## src/sv/gmp_pkg.sv

```systemverilog
package gmp_pkg;

    localparam int CFG_W = 7;
    localparam logic [CFG_W-1:0] CFG_SIZE_RESET = 7'd1;
    localparam int BEST_W = 28;

    typedef struct packed {
        logic start;
        logic has_left;
        logic has_upper;
        logic last;
    } t_cell_flags;

endpackage

```

## src/sv/gated_grid_max_path_dp.sv

```systemverilog
// Channel   Direction  Handshake                 Payload
// in        input      i_in_valid / o_in_ready   i_gain_count, i_barrier_count
// out       output     o_out_valid / i_out_ready o_best_total, o_reachable, o_grid_done
// cfg       input      i_cfg_wr_en               i_cfg_wr_data (grid size)
//
// One cell per cycle is sustained while the output accepts; a cell's result is registered.
// The transfer edge reads the row buffer entry for the cell's column, and the combine
// stage writes the new total back as the cell moves on, one read and one write per cycle.
// Reset clears the pipeline, the position and the grid size to one; the row buffer
// is not cleared, since an entry is used only after the row above has written it.
// A stall on the output holds the combine stage and, while it holds a cell, lowers o_in_ready.
module gated_grid_max_path_dp #(
    parameter int GRID_MAX   = 64,
    parameter int COUNT_BITS = 16
) (
    input  logic                         i_clk,
    input  logic                         i_rst_n,
    input  logic                         i_cfg_wr_en,
    input  logic [gmp_pkg::CFG_W-1:0]    i_cfg_wr_data,
    input  logic                         i_in_valid,
    output logic                         o_in_ready,
    input  logic [COUNT_BITS-1:0]        i_gain_count,
    input  logic [COUNT_BITS-1:0]        i_barrier_count,
    output logic                         o_out_valid,
    input  logic                         i_out_ready,
    output logic [gmp_pkg::BEST_W-1:0]   o_best_total,
    output logic                         o_reachable,
    output logic                         o_grid_done
);
    import gmp_pkg::*;

    localparam int IDX_W   = (GRID_MAX > 1) ? $clog2(GRID_MAX) : 1;
    localparam int TOTAL_W = COUNT_BITS + $clog2(2 * GRID_MAX);
    localparam int WORD_W  = TOTAL_W + 1;

    logic              in_fire;
    logic              s1_adv;
    logic [IDX_W-1:0]  pos_col;
    t_cell_flags       pos_flags;

    logic              r_s1_valid;
    logic [COUNT_BITS-1:0] r_s1_gain;
    logic [COUNT_BITS-1:0] r_s1_barrier;
    logic [IDX_W-1:0]  r_s1_col;
    t_cell_flags       r_s1_flags;

    logic [WORD_W-1:0] rd_word;
    logic [TOTAL_W-1:0] up_best;
    logic              up_valid;

    logic              r_left_valid;
    logic [TOTAL_W-1:0] r_left_best;

    logic              left_ok;
    logic              up_ok;
    logic              cell_ok;
    logic [TOTAL_W-1:0] pick;
    logic [TOTAL_W-1:0] cell_best;

    logic              r_out_valid;
    logic [TOTAL_W-1:0] r_out_best;
    logic              r_out_ok;
    logic              r_out_done;

    assign s1_adv     = r_s1_valid && (!r_out_valid || i_out_ready);
    assign o_in_ready = !r_s1_valid || s1_adv;
    assign in_fire    = i_in_valid && o_in_ready;

    gmp_pos_seq #(
        .GRID_MAX (GRID_MAX),
        .IDX_W    (IDX_W)
    ) u_pos_seq (
        .i_clk         (i_clk),
        .i_rst_n       (i_rst_n),
        .i_cfg_wr_en   (i_cfg_wr_en),
        .i_cfg_wr_data (i_cfg_wr_data),
        .i_step        (in_fire),
        .o_col         (pos_col),
        .o_flags       (pos_flags)
    );

    gmp_row_mem #(
        .DEPTH  (GRID_MAX),
        .ADDR_W (IDX_W),
        .DATA_W (WORD_W)
    ) u_row_mem (
        .i_clk     (i_clk),
        .i_rd_en   (in_fire),
        .i_rd_addr (pos_col),
        .o_rd_data (rd_word),
        .i_wr_en   (s1_adv),
        .i_wr_addr (r_s1_col),
        .i_wr_data ({cell_ok, cell_best})
    );

    assign up_valid = rd_word[WORD_W-1];
    assign up_best  = rd_word[TOTAL_W-1:0];

    // The upper entry was written when the cell one row above left the combine
    // stage, which is never later than this cell's read.
    always_comb begin
        left_ok = r_s1_flags.has_left && r_left_valid
                  && (r_left_best >= TOTAL_W'(r_s1_barrier));
        up_ok   = r_s1_flags.has_upper && up_valid
                  && (up_best >= TOTAL_W'(r_s1_barrier));
        if (r_s1_flags.start) begin
            pick = '0;
        end else if (left_ok && up_ok) begin
            pick = (up_best > r_left_best) ? up_best : r_left_best;
        end else if (up_ok) begin
            pick = up_best;
        end else begin
            pick = r_left_best;
        end
        cell_ok   = r_s1_flags.start || left_ok || up_ok;
        cell_best = cell_ok ? (pick + TOTAL_W'(r_s1_gain)) : '0;
    end

    always_ff @(posedge i_clk) begin
        if (!i_rst_n) begin
            r_s1_valid <= 1'b0;
        end else if (in_fire) begin
            r_s1_valid <= 1'b1;
        end else if (s1_adv) begin
            r_s1_valid <= 1'b0;
        end
    end

    always_ff @(posedge i_clk) begin
        if (in_fire) begin
            r_s1_gain    <= i_gain_count;
            r_s1_barrier <= i_barrier_count;
            r_s1_col     <= pos_col;
            r_s1_flags   <= pos_flags;
        end
    end

    always_ff @(posedge i_clk) begin
        if (!i_rst_n) begin
            r_left_valid <= 1'b0;
        end else if (i_cfg_wr_en) begin
            r_left_valid <= 1'b0;
        end else if (s1_adv) begin
            r_left_valid <= cell_ok;
        end
    end

    always_ff @(posedge i_clk) begin
        if (s1_adv) begin
            r_left_best <= cell_best;
        end
    end

    always_ff @(posedge i_clk) begin
        if (!i_rst_n) begin
            r_out_valid <= 1'b0;
        end else if (s1_adv) begin
            r_out_valid <= 1'b1;
        end else if (i_out_ready) begin
            r_out_valid <= 1'b0;
        end
    end

    always_ff @(posedge i_clk) begin
        if (s1_adv) begin
            r_out_best <= cell_best;
            r_out_ok   <= cell_ok;
            r_out_done <= r_s1_flags.last;
        end
    end

    assign o_out_valid  = r_out_valid;
    assign o_best_total = BEST_W'(r_out_best);
    assign o_reachable  = r_out_ok;
    assign o_grid_done  = r_out_done;

endmodule

```

## src/sv/gmp_pos_seq.sv

```systemverilog
module gmp_pos_seq #(
    parameter int GRID_MAX = 64,
    parameter int IDX_W    = 6
) (
    input  logic                       i_clk,
    input  logic                       i_rst_n,
    input  logic                       i_cfg_wr_en,
    input  logic [gmp_pkg::CFG_W-1:0]  i_cfg_wr_data,
    input  logic                       i_step,
    output logic [IDX_W-1:0]           o_col,
    output gmp_pkg::t_cell_flags       o_flags
);
    import gmp_pkg::*;

    localparam int SIDE_W = $clog2(GRID_MAX + 1);
    localparam int CMP_W  = (SIDE_W > CFG_W) ? SIDE_W : CFG_W;

    logic [CFG_W-1:0]  r_size;
    logic [IDX_W-1:0]  r_row;
    logic [IDX_W-1:0]  r_col;
    logic [IDX_W-1:0]  n_row;
    logic [IDX_W-1:0]  n_col;
    logic [SIDE_W-1:0] side;
    logic [SIDE_W-1:0] last_idx;
    logic              at_last_col;
    logic              at_last_row;

    // A size of zero acts as one and sizes above the buffer depth saturate.
    always_comb begin
        if (r_size == '0) begin
            side = SIDE_W'(1);
        end else if (CMP_W'(r_size) > CMP_W'(GRID_MAX)) begin
            side = SIDE_W'(GRID_MAX);
        end else begin
            side = SIDE_W'(r_size);
        end
    end

    assign last_idx    = side - SIDE_W'(1);
    assign at_last_col = (SIDE_W'(r_col) == last_idx);
    assign at_last_row = (SIDE_W'(r_row) == last_idx);

    assign o_col             = r_col;
    assign o_flags.start     = (r_row == '0) && (r_col == '0);
    assign o_flags.has_left  = (r_col != '0);
    assign o_flags.has_upper = (r_row != '0);
    assign o_flags.last      = at_last_row && at_last_col;

    always_comb begin
        n_row = r_row;
        n_col = r_col;
        if (at_last_row && at_last_col) begin
            n_row = '0;
            n_col = '0;
        end else if (at_last_col) begin
            n_row = r_row + IDX_W'(1);
            n_col = '0;
        end else begin
            n_col = r_col + IDX_W'(1);
        end
    end

    // Any size write restarts the grid at the top-left cell.
    always_ff @(posedge i_clk) begin
        if (!i_rst_n) begin
            r_size <= CFG_SIZE_RESET;
            r_row  <= '0;
            r_col  <= '0;
        end else if (i_cfg_wr_en) begin
            r_size <= i_cfg_wr_data;
            r_row  <= '0;
            r_col  <= '0;
        end else if (i_step) begin
            r_row  <= n_row;
            r_col  <= n_col;
        end
    end

endmodule

```

## src/sv/gmp_row_mem.sv

```systemverilog
module gmp_row_mem #(
    parameter int DEPTH  = 64,
    parameter int ADDR_W = 6,
    parameter int DATA_W = 24
) (
    input  logic              i_clk,
    input  logic              i_rd_en,
    input  logic [ADDR_W-1:0] i_rd_addr,
    output logic [DATA_W-1:0] o_rd_data,
    input  logic              i_wr_en,
    input  logic [ADDR_W-1:0] i_wr_addr,
    input  logic [DATA_W-1:0] i_wr_data
);

    logic [DATA_W-1:0] r_mem [DEPTH];
    logic [DATA_W-1:0] r_rd_data;

    always_ff @(posedge i_clk) begin
        if (i_wr_en) begin
            r_mem[i_wr_addr] <= i_wr_data;
        end
    end

    always_ff @(posedge i_clk) begin
        if (i_rd_en) begin
            r_rd_data <= r_mem[i_rd_addr];
        end
    end

    assign o_rd_data = r_rd_data;

endmodule

```

## config.mk

```make
export PLATFORM = sky130hd
export DESIGN_NAME = gated_grid_max_path_dp
export DESIGN_NICKNAME = d
export VERILOG_FILES = /design/src/sv/gmp_pkg.sv /design/src/sv/gated_grid_max_path_dp.sv /design/src/sv/gmp_pos_seq.sv /design/src/sv/gmp_row_mem.sv
export SDC_FILE = /design/constraint.sdc
export NUM_CORES = 2
export LEC_CHECK = 0
export BUFFER_PORTS_ARGS = -buffer_cell sky130_fd_sc_hd__buf_2
export CAP_MARGIN = 20
export CORE_UTILIZATION = 35
export CTS_CLUSTER_DIAMETER = 120
export DETAILED_ROUTE_END_ITERATION = 10
export PLACE_DENSITY = 0.46
export SYNTH_ARGS = -nofsm -noshare
export SYNTH_HDL_FRONTEND = slang
export SYNTH_SLANG_ARGS = --single-unit
```

## constraint.sdc

```tcl
create_clock -name i_clk -period 25.2 [get_ports i_clk]
set_input_delay 2.52 -clock i_clk [delete_from_list [all_inputs] [get_ports i_clk]]
set_output_delay 2.52 -clock i_clk [all_outputs]
set_load 0.005 [all_outputs]
```

==> impl_results.md <==
- Overall global routing resource usage: 19.7%
- Max Clock Skew: 0.0198 ns
- DP Wirelength: 101000 um
- Clk Tree Root Cell: clkbuf_16
- Worst path slowest cell: and3_2
- Hold buffers post-CTS: 0
- Max Freq: 136 MHz
- EDFF count, synth: 1627
- IO buf count: 70
- Antenna violations before repair: 29
- Share of cells above drive strength 1: 31.2%
- RSZ-0062 raised after global routing: false
- Met2 Routed Length: 90800 um
- Syn Inst Count: 2910
- CP required: 25.65 ns
- Hold crit path type: flip-flop to flip-flop
- Leakage: 22.9 nW
- Post-synth ARST share: 0%
- Max Used Layer: met5
- CTS buffer count: 175
- Routed wl met3: 9510 um
- Min Tclk post-route: 7.34 ns
- Slowest Stage Delay on Critical Path: 0.89 ns
- Die span in x: 433 um
- Fillcell total: 16100
- Global placement routability congestion: 0.838
- Pin count of the biggest net entering global routing: 147
- CTS max path bufs: 3
- Clk sinks: 1649
- Yosys reg bits: 1649
- H-tree depth: 4
- First-pass GRT wire length: 254000 um
- Vias in the first global route: 32000
- Die Span Y: 433 um
- Cell row count: 157
- Setup ws final: 17.86 ns
- Overflow after GRT: 0
- Max-cap violations: 0
- Setup crit end kind: flip-flop
- I/O pins: 76
- Kind of critical path: flip-flop to flip-flop
- Critical path arrival: 7.79 ns
- Syn avg cell area: 22.4 um2
- Worst slew margin: 15.7%
- CTS resizes: 0
- Worst-path cell chain: ha_1, nand3_1, nor3_1, o31ai_1, a31oi_1, nor2_4, nor2_2, buf_4, nor2_1, a21oi_1, nor2_1, ha_1, fa_1, a211o_1, a2111oi_0, o211ai_1, a31o_2, a21oi_1, or4_1, o41a_1, or3_1, and3_2
- Library cells used by synthesis: 66
- CP Launch Type: flip-flop
- Initial DRC Count: 3052
- Primary FF master, synth: edfxtp_1
- Placement Setup Slack: 17.87 ns
- Starting density of the core: 35.4%
- Hold Fails Final Rpt: 0
- VDD IR max: 0.0642 mV
- Pre-antenna DRT Iters: 5
- Via count: 30900
- Drt total wl: 182000 um
- Total negative setup slack: 0 ns
- Core area: 184000 um2
- Worst-Margin Slew: 1.27 ns
- Routed Antenna Nets: 0
- Pwr Density: 78.6 nW/um2
- Die ar.: 188000 um2
- DRC errors left: 0
- Worst skew pair latency: 0.81 ns
- Wire per inst: 31.8 um
- CTS tree: built
- Fin. max-slew vios: 0
- Critical path fanouts, max: 65
- Seq/Total Area, Yosys: 75.7%
- Cell Area, Synth: 65100 um2
- Period utilization: 29.1%
- DR vias/cell: 5.39
- Clock slew at reported path FFs: 0.06 ns
- Postcts setup bufs: 0
- Finish-stage setup viols: 0
- Area grow syn2layout: 15.0%
- WL met1: 78900 um
- Final nets: 3247
- Syn. warnings: 0
- Status: finished clean
## where the power goes
part | switching (mW) | total (mW) | internal (mW)
Clock | 1.05 | 2.44 | 1.39
Sequential | 0.0116 | 3.11 | 3.10
Combinational | 0.236 | 0.337 | 0.101
## per-stage QoR
| stage | instances | area [um2] | total power, mW | util, % | hold slack, ns |
|---|---|---|---|---|---|
| 2_1_floorplan | 2914 | 65100 | 3.36 | - | 0.400 |
| 3_3_place_gp | 5409 | 69400 | 3.50 | 37.8 | 0.417 |
| 3_5_place_dp | 5410 | 69500 | 3.51 | 37.8 | 0.409 |
| 4_1_cts | 5721 | 74800 | 5.95 | 40.7 | 0.423 |
| 5_1_grt | 5725 | 74900 | 6.08 | 40.7 | 0.427 |
| 6_report | 5738 | 74900 | 5.88 | 40.7 | 0.421 |
## sequential cells by signal (all words and copies together), names as in the netlist
register and count:
o_grid_done 1, o_out_valid 1, o_reachable 1, r_left_valid 1
r_out_best 23, r_s1_barrier 16, r_s1_col 6, r_s1_flags 4
r_s1_gain 16, r_s1_valid 1, u_pos_seq.o_col 6, u_pos_seq.r_row 6
u_pos_seq.r_size 7, u_row_mem.o_rd_data 24, u_row_mem.r_mem 1536
## cell usage after synthesis, drive strengths merged, types with 9 or more instances
master | number | area [um2]
edfxtp | 1627 | 48900
mux4 | 504 | 11400
nor2 | 146 | 558
clkbuf | 95 | 357
ha | 76 | 951
a21oi | 61 | 305
inv | 50 | 188
buf | 47 | 211
nand2 | 35 | 131
nand3 | 27 | 140
o21ai | 23 | 126
dfxtp | 22 | 440
xnor2 | 21 | 184
nand4 | 17 | 106
nor2b | 15 | 93.8
nor3 | 12 | 60.1
xor2 | 12 | 105
a21o | 11 | 82.6
nor4 | 9 | 56.3
## cell type report
| type | instances | area (um2) | share of cell area, % |
|---|---|---|---|
| well taps | 2464 | 3080 | 4.12 |
| clock inverters | 89 | 742 | 0.991 |
| flip-flops and latches | 1649 | 49300 | 65.8 |
| repair buffers | 177 | 1290 | 1.72 |
| clock buffers | 222 | 4590 | 6.12 |
| multi-input cells | 1072 | 15700 | 20.9 |
| diodes | 14 | 35.0 | 0.0468 |
| inverters | 51 | 193 | 0.257 |
## worst max-delay path, delay by kind of cell (launching register included)
kind                       cells  cell delay, ns
AOI/OAI and AO/OA              9            2.60
adders and majority gates      3            1.00
buffers and inverters          1            0.42
DFF                            1            0.42
and+or+nand+nor                9            2.53
## per-layer routing
metal	global-route usage (%)	vias to the layer above
li1	-	12800
met1	27.1	17000
met2	32.9	950
met3	2.93	205
met4	4.52	2
met5	0	-
## kinds of logic after synthesis
| kind of cell | share of synthesized area (%) |
|---|---|
| XOR/XNOR | 0.444 |
| flip-flops | 75.7 |
| AO/OA/AOI/OAI | 1.44 |
| other | 0.00576 |
| multiplexers | 17.6 |
| buffers and inverters | 1.17 |
| adder cells (fa/ha/maj) | 1.49 |
| AND/OR/NAND/NOR | 2.15 |
## final timing paths
path,slack (ns),from,endpoint,depth (start not counted)
hold reg to reg,0.42,r_s1_flags[0],o_grid_done,0
setup reg to reg,17.86,u_row_mem.o_rd_data[14],u_row_mem.r_mem[31][20],22
setup / recovery,17.86,u_row_mem.o_rd_data[14],u_row_mem.r_mem[31][20],22
hold / removal,0.42,r_s1_flags[0],o_grid_done,0
## layout by cell type, fill, tap and decap left out, drive strengths merged, types with 14 or more instances in the layout
| cell | netlist | routed |
|---|---|---|
| inv | 50 | 63 |
| xnor2 | 21 | 21 |
| mux4 | 504 | 504 |
| clkbuf | 95 | 222 |
| nand2 | 35 | 35 |
| buf | 47 | 177 |
| nor2b | 15 | 15 |
| nor2 | 146 | 146 |
| o21ai | 23 | 23 |
| a21oi | 61 | 61 |
| edfxtp | 1627 | 1627 |
| nand4 | 17 | 17 |
| diode | 0 | 14 |
| ha | 76 | 76 |
| clkinv | 1 | 62 |
| nand3 | 27 | 27 |
| dfxtp | 22 | 22 |
Note: power is estimated with default switching activity, not from simulation.
